**src/rtl/vec3_operation_unit_macros.svh**
```systemverilog
// Assertion macros for the three-component vector ALU.
// Included by the files that carry concurrent assertions; needs no package.
`ifndef VEC3_OPERATION_UNIT_MACROS_SVH
`define VEC3_OPERATION_UNIT_MACROS_SVH
`ifndef SYNTH
`define VOU_ASSERT(lbl, clk, rstn, ante, cons) \
  lbl: assert property (@(posedge clk) disable iff (!rstn) (ante) |-> (cons)) \
    else $error("vec3 operation unit assertion failed");
`define VOU_ASSERT_NEXT(lbl, clk, rstn, ante, cons) \
  lbl: assert property (@(posedge clk) disable iff (!rstn) (ante) |=> (cons)) \
    else $error("vec3 operation unit assertion failed");
`else
`define VOU_ASSERT(lbl, clk, rstn, ante, cons)
`define VOU_ASSERT_NEXT(lbl, clk, rstn, ante, cons)
`endif
`endif

```
**src/rtl/vou_pkg.sv**
```systemverilog
// Shared constants, types and saturation helpers for the vector ALU.
// No dependencies; every other file but the macro header imports this package.
package vou_pkg;

  localparam int FRAC_BITS  = 16;
  localparam int DW         = 32;
  localparam int NUM_W      = DW + FRAC_BITS;
  localparam int PROD_W     = 2 * DW;
  localparam int LANE_W     = PROD_W + 1;
  localparam int SUM_W      = PROD_W + 2;
  localparam int RAD_W      = PROD_W;
  localparam int SIMPLE_W   = DW + 1;
  localparam int SQRT_STEPS = RAD_W / 2;

  typedef enum logic [3:0] {
    OP_NEG   = 4'd0,
    OP_SCALE = 4'd1,
    OP_DIV   = 4'd2,
    OP_SUB   = 4'd3,
    OP_ADD   = 4'd4,
    OP_DOT   = 4'd5,
    OP_CROSS = 4'd6,
    OP_LEN   = 4'd7,
    OP_LENSQ = 4'd8,
    OP_UNIT  = 4'd9
  } op_t;

  typedef enum logic [1:0] {
    FAULT_OK  = 2'd0,
    FAULT_DZ  = 2'd1,
    FAULT_SAT = 2'd2
  } fault_t;

  typedef struct packed {
    logic signed [DW-1:0] rx;
    logic signed [DW-1:0] ry;
    logic signed [DW-1:0] rz;
    logic signed [DW-1:0] rs;
    fault_t               fault;
  } res_t;

  typedef struct packed {
    op_t                  func;
    res_t                 res;
    logic [RAD_W-1:0]     rad;
    logic [2:0][DW-1:0]   amag;
    logic [2:0]           aneg;
    logic [DW-1:0]        smag;
    logic                 sneg;
    logic                 szero;
  } sq_t;

  typedef struct packed {
    op_t        func;
    res_t       res;
    logic [2:0] neg;
    logic       dz;
  } dv_t;

  localparam logic signed [SUM_W-1:0] WIDE_MAX =
    {{(SUM_W-DW+1){1'b0}}, {(DW-1){1'b1}}};
  localparam logic signed [SUM_W-1:0] WIDE_MIN =
    {{(SUM_W-DW+1){1'b1}}, {(DW-1){1'b0}}};
  localparam logic [NUM_W-1:0] QUOT_MAX = {{(NUM_W-DW+1){1'b0}}, {(DW-1){1'b1}}};
  localparam logic [NUM_W-1:0] QUOT_MIN = {{(NUM_W-DW){1'b0}}, 1'b1, {(DW-1){1'b0}}};
  localparam logic [DW-1:0] INT_MAX = {1'b0, {(DW-1){1'b1}}};
  localparam logic [DW-1:0] INT_MIN = {1'b1, {(DW-1){1'b0}}};

  // Returns the saturation flag above the clamped 32-bit value.
  function automatic logic [DW:0] sat_wide(input logic signed [SUM_W-1:0] v);
    if (v > WIDE_MAX) begin
      sat_wide = {1'b1, INT_MAX};
    end else if (v < WIDE_MIN) begin
      sat_wide = {1'b1, INT_MIN};
    end else begin
      sat_wide = {1'b0, v[DW-1:0]};
    end
  endfunction

  // Applies the sign to a quotient magnitude and clamps it.
  function automatic logic [DW:0] quot_sat(input logic [NUM_W-1:0] q, input logic neg);
    if (!neg) begin
      if (q > QUOT_MAX) quot_sat = {1'b1, INT_MAX};
      else quot_sat = {1'b0, q[DW-1:0]};
    end else begin
      if (q > QUOT_MIN) quot_sat = {1'b1, INT_MIN};
      else quot_sat = {1'b0, (~q[DW-1:0]) + DW'(1)};
    end
  endfunction

endpackage

```
**src/rtl/vou_merge.sv**
```systemverilog
// Merging stage: combines lane products, forms the simple results and
// saturates them in two registered steps. Depends on vou_pkg.
module vou_merge (
  input  logic                                 clk,
  input  logic                                 rst_n,
  input  logic                                 en,
  input  logic                                 in_v,
  input  logic [3:0]                           func,
  input  logic [2:0][vou_pkg::DW-1:0]          a,
  input  logic [2:0][vou_pkg::DW-1:0]          b,
  input  logic [vou_pkg::DW-1:0]               s,
  input  logic [2:0][vou_pkg::PROD_W-1:0]      p0,
  input  logic [2:0][vou_pkg::PROD_W-1:0]      p1,
  output logic                                 out_v,
  output vou_pkg::sq_t                         out_pl
);
  import vou_pkg::*;

  logic                           va_r;
  logic [3:0]                     funca_r;
  logic [SUM_W-1:0]               suma_r;
  logic [2:0][LANE_W-1:0]         lanea_r;
  logic [2:0][SIMPLE_W-1:0]       simplea_r;
  logic [2:0][DW-1:0]             amag_r;
  logic [2:0]                     aneg_r;
  logic [DW-1:0]                  smag_r;
  logic                           sneg_r;
  logic                           szero_r;

  logic [SUM_W-1:0]               sum_c;
  logic [2:0][LANE_W-1:0]         lane_c;
  logic [2:0][SIMPLE_W-1:0]       simple_c;
  logic [2:0][DW-1:0]             amag_c;

  logic                           vb_r;
  sq_t                            pl_r;
  sq_t                            pl_c;
  logic [2:0][DW-1:0]             rv;
  logic [DW:0]                    t;
  logic                           sat;

  always_comb begin
    sum_c = SUM_W'($signed(p0[0])) + SUM_W'($signed(p0[1])) + SUM_W'($signed(p0[2]));
    for (int i = 0; i < 3; i++) begin
      lane_c[i] = LANE_W'($signed(p0[i])) - LANE_W'($signed(p1[i]));
      amag_c[i] = a[i][DW-1] ? DW'(0) - a[i] : a[i];
      case (op_t'(func))
        OP_NEG:  simple_c[i] = SIMPLE_W'(0) - SIMPLE_W'($signed(a[i]));
        OP_ADD:  simple_c[i] = SIMPLE_W'($signed(a[i])) + SIMPLE_W'($signed(b[i]));
        OP_SUB:  simple_c[i] = SIMPLE_W'($signed(a[i])) - SIMPLE_W'($signed(b[i]));
        default: simple_c[i] = '0;
      endcase
    end
  end

  always_ff @(posedge clk) begin
    if (!rst_n) begin
      va_r <= 1'b0;
    end else if (en) begin
      va_r <= in_v;
    end
  end

  always_ff @(posedge clk) begin
    if (en) begin
      funca_r   <= func;
      suma_r    <= sum_c;
      lanea_r   <= lane_c;
      simplea_r <= simple_c;
      amag_r    <= amag_c;
      for (int i = 0; i < 3; i++) aneg_r[i] <= a[i][DW-1];
      smag_r    <= s[DW-1] ? DW'(0) - s : s;
      sneg_r    <= s[DW-1];
      szero_r   <= (s == '0);
    end
  end

  always_comb begin
    rv  = '0;
    sat = 1'b0;
    t   = '0;
    pl_c = '0;
    pl_c.func  = op_t'(funca_r);
    pl_c.rad   = suma_r[RAD_W-1:0];
    pl_c.amag  = amag_r;
    pl_c.aneg  = aneg_r;
    pl_c.smag  = smag_r;
    pl_c.sneg  = sneg_r;
    pl_c.szero = szero_r;
    case (op_t'(funca_r))
      OP_NEG, OP_ADD, OP_SUB: begin
        for (int i = 0; i < 3; i++) begin
          t     = sat_wide(SUM_W'($signed(simplea_r[i])));
          rv[i] = t[DW-1:0];
          sat   = sat | t[DW];
        end
      end
      OP_SCALE, OP_CROSS: begin
        for (int i = 0; i < 3; i++) begin
          t     = sat_wide(SUM_W'($signed(lanea_r[i]) >>> FRAC_BITS));
          rv[i] = t[DW-1:0];
          sat   = sat | t[DW];
        end
      end
      OP_DOT, OP_LENSQ: begin
        t = sat_wide($signed(suma_r) >>> FRAC_BITS);
        pl_c.res.rs = t[DW-1:0];
        sat = t[DW];
      end
      default: begin
      end
    endcase
    pl_c.res.rx    = rv[0];
    pl_c.res.ry    = rv[1];
    pl_c.res.rz    = rv[2];
    pl_c.res.fault = sat ? FAULT_SAT : FAULT_OK;
  end

  always_ff @(posedge clk) begin
    if (!rst_n) begin
      vb_r <= 1'b0;
    end else if (en) begin
      vb_r <= va_r;
    end
  end

  always_ff @(posedge clk) begin
    if (en) begin
      pl_r <= pl_c;
    end
  end

  assign out_v  = vb_r;
  assign out_pl = pl_r;

endmodule

```
**config.mk**
```make
export PLATFORM = sky130hd
export DESIGN_NAME = vou_merge
export DESIGN_NICKNAME = d
export VERILOG_FILES = /design/src/rtl/vec3_operation_unit_macros.svh /design/src/rtl/vou_pkg.sv /design/src/rtl/vou_merge.sv
export SDC_FILE = /design/constraint.sdc
export NUM_CORES = 2
export LEC_CHECK = 0
export BUFFER_PORTS_ARGS = -buffer_cell sky130_fd_sc_hd__clkbuf_2
export CAP_MARGIN = 20
export CORE_AREA = 2 2 374 376
export CTS_CLUSTER_SIZE = 20
export DETAILED_ROUTE_END_ITERATION = 16
export DIE_AREA = 0 0 376 378
export GPL_TIMING_DRIVEN = 0
export PLACE_DENSITY_LB_ADDON = 0.25
export SETUP_SLACK_MARGIN = 0.4
export SLEW_MARGIN = 10
export SYNTH_ARGS = -nofsm -noshare
export SYNTH_HDL_FRONTEND = slang
export SYNTH_SLANG_ARGS = --single-unit
```
**constraint.sdc**
```tcl
create_clock -name clk -period 5.1 [get_ports clk]
set_input_delay 0.51 -clock clk [delete_from_list [all_inputs] [get_ports clk]]
set_output_delay 0.51 -clock clk [all_outputs]
set_load 0.03 [all_outputs]
```
==> impl_results.md <==
- CP required: 5.58 ns
- Final Util: 0.448
- Skew final: ~0.028 ns
- Yosys reg bits: just under 800
- Root buffer cell: clkbuf_16
- Max Root-Sink Buffers: 3
- Grt peak-use layer: met2
- Layout area overhead: 20.1%
- Grt ovf: 0
- Crit path kind: primary input to register
- Ports: 948
- Post-synthesis sequential area ratio: 0.453
- Worst slew pin tran: 1.12 ns
- Final period utilization: 0.908
- Commonest non-fill, non-tap cell in the layout: clkbuf_2
- Commonest cells after routing, fill and taps aside: 947 x clkbuf_2, 779 x edfxtp_1, 404 x nor2_1, 384 x a21oi_1, 371 x nand2_1
- FP Rows: 137
- Final ANT Viol Nets: 0
- Place WS: -1.07 ns
- Count of final setup violators: 0
- Cell taking the most area after synthesis: edfxtp_1
- Total negative slack: 0 ns
- Layout cells sized above 1: 0.189
- Net count after synthesis: 6065
- CTS sink cnt: 781
- # Post-CTS Setup Buffers: 0
- CP max FO: 4
- H-tree depth: 3
- Met1 usage: 0.381
- Die Y: 378 um
- First-pass GRT wire length: 302000 um
- Area post-placement: 0.0590 mm2
- Crit path DAT: between 5 and 6 ns
- HP Class: primary input to register
- Max Freq: roughly 0.22 GHz
- Nets: 7118
- Worst-Skew Late Latency: 0.70 ns
- Status: finished clean
- Port bufs: 946
- YS warnings: 0
- CTS clk-pin slew, worst paths: 0.06 ns
- RSZ-0062 raised after global routing: false
- Hold Fails Final Rpt: 0
- Final Max Slew Viols: 0
- EDFF count, synth: 779
- Routability Congestion: 1.02
- Finished Cell Area: 0.0621 mm2
- Synth area leaders: edfxtp_1 45%, ha_1 8.6%, xnor2_1 6.3%
- Initial DRC count: 3680
- Avg Inst Size Synth: 10.3 um2
- Initial Util: 0.373
- Yosys top cell area share: 0.452
- CTS tree: done
- Via count: 44400
- M2 GR Usage: 0.478
- Slew HR: 0.254
- Vias in the first global route: 43100
- LEAKAGE: 26.2 nW
- Final WL: 219000 um
- Peak VDD IR: around 320 uV
- Die area: roughly 0.14 mm2
- First drt pass iteration count: 5
- Setup WS post-layout: 0.471 ns
- Pwr/cell area: around 340 mW/mm2
- Max-cap violations: 0
- Aggregate global-route resource usage: 0.297
- Final HPWL DP: 184000 um
- Yosys cell types: 79
- Die W: 376 um
- Setup crit end kind: register
- DR WL/cell: 27.4 um
- Most used flip-flop cell after synthesis: edfxtp_1
- Initial antenna violation count: 62
- Mapped Area: 0.0517 mm2
- DRC Markers: 0
- Placeable core region: 0.139 mm2
- Cts bufs inserted: 89
- Largest net degree at the start of global routing: roughly 100
- DR vias/cell: 5.55
- Asr flop ratio synth: 0
- Cells after synthesis: 5025
- Critical Path Start Type: primary input
- Clock period minus worst slack: 4.63 ns
- Met3 Use GR: 0.0605
- Fillers: 13500
-- synthesized netlist by cell type (13+ instances only) --
cell,n
fa_1,68
nand2_1,371
or3_1,45
and2_1,26
xor2_1,199
nor2_1,404
nor2b_1,62
o21ai_0,309
or2_2,13
nand4_1,78
maj3_1,62
o41ai_1,16
a21oi_1,386
a31oi_1,41
nor4_1,52
a211oi_1,27
ha_1,356
or4_1,21
clkbuf_1,139
a21o_1,184
edfxtp_1,779
o21a_1,32
nand2b_1,90
nand3_1,72
nor3_1,80
o22ai_1,102
buf_1,15
o31ai_1,27
inv_1,290
o211ai_1,17
and3_1,43
o21bai_1,43
xnor2_1,370
-- metal layers --
metal | share of wire | routed length (um) | vias up
li1 | - | - | 20600
met1 | 0.42 | 91600 | 21600
met2 | 0.46 | 101000 | 1747
met3 | 0.070 | 15200 | 378
met4 | 0.047 | 10300 | 16
met5 | 0.00047 | 102 | -
-- layout make-up --
cell class | count | area, um2 | area share
clock inverters | 58 | 564 | 0.00909
plain buffers | 160 | 648 | 0.0104
repair buffers | 963 | 5050 | 0.0814
diodes | 34 | 85.1 | 0.00137
multi-input cells | 3793 | 26700 | 0.429
inverters | 290 | 1090 | 0.0175
well taps | 1807 | 2260 | 0.0364
flip-flops and latches | 781 | 23400 | 0.377
clock buffers | 105 | 2290 | 0.0368
-- state kept, by name (all words and copies together) (netlist names) --
register	flops
out_pl	330
lanea_r	147
simplea_r	99
amag_r	96
suma_r	66
smag_r	32
funca_r	4
aneg_r	3
out_v	1
sneg_r	1
szero_r	1
va_r	1
-- path summary, 6_finish.rpt --
path | slack, ns | start | cells past startpoint | to
hold / removal | 0.05 | a[32] | 1 | amag_r[32]
hold reg to reg | 0.41 | amag_r[57] | 0 | out_pl[94]
setup / recovery | 0.47 | p0[2] | 14 | suma_r[58]
setup reg to reg | 1.65 | funca_r[1] | 8 | out_pl[312]
-- metrics by stage --
step / std cells / power, mW / hold slack [ns]
after floorplan: 5025 / 12.2 / 0.400
after global placement: 7778 / 14.6 / 0.401
after detailed placement: 7791 / 14.5 / 0.405
after CTS: 7957 / 21.0 / 0.00734
after global routing: 7985 / 21.8 / 0.0253
final: 7991 / 20.9 / 0.0496
-- kinds of logic (layout without fill, tap and decap cells) --
logic type	Yosys count	in the layout	synth area share
AO/OA/AOI/OAI	1316	1316	0.158
XOR/XNOR	569	569	0.0964
adder cells (fa/ha/maj)	486	486	0.124
buffers and inverters	451	1576	0.0332
flip-flops	781	781	0.453
multiplexers	7	7	0.00136
other	1	35	0.0000725
AND/OR/NAND/NOR	1414	1414	0.133
-- power breakdown --
group / internal, mW / total, mW / switching, mW
combinational: 2.06 / 5.92 / 3.86
sequential: 8.18 / 8.55 / 0.368
clock: 3.59 / 6.42 / 2.83
total: 13.8 / 20.9 / 7.05
-- worst max-delay path, cell delays in order --
cell and delay, ns:
clkbuf_2 0.13, fa_1 0.54, ha_1 0.33, a211oi_1 0.07, o21ai_0 0.52, a311oi_1 0.30, a2111oi_1 0.92, o41ai_2 0.23
nor4_1 0.44, o21ai_0 0.23, a21oi_1 0.36, a21o_1 0.17, a21oi_1 0.07, xnor2_1 0.27
-- what timing repair did --
action,in CTS,in global routing
pin swaps,1,1
hold buffers,3,0
hold endpoints to repair,3,0
resized for setup,15,27
endpoints found under the setup margin,34,22
Power figures use the tool's default switching activity.
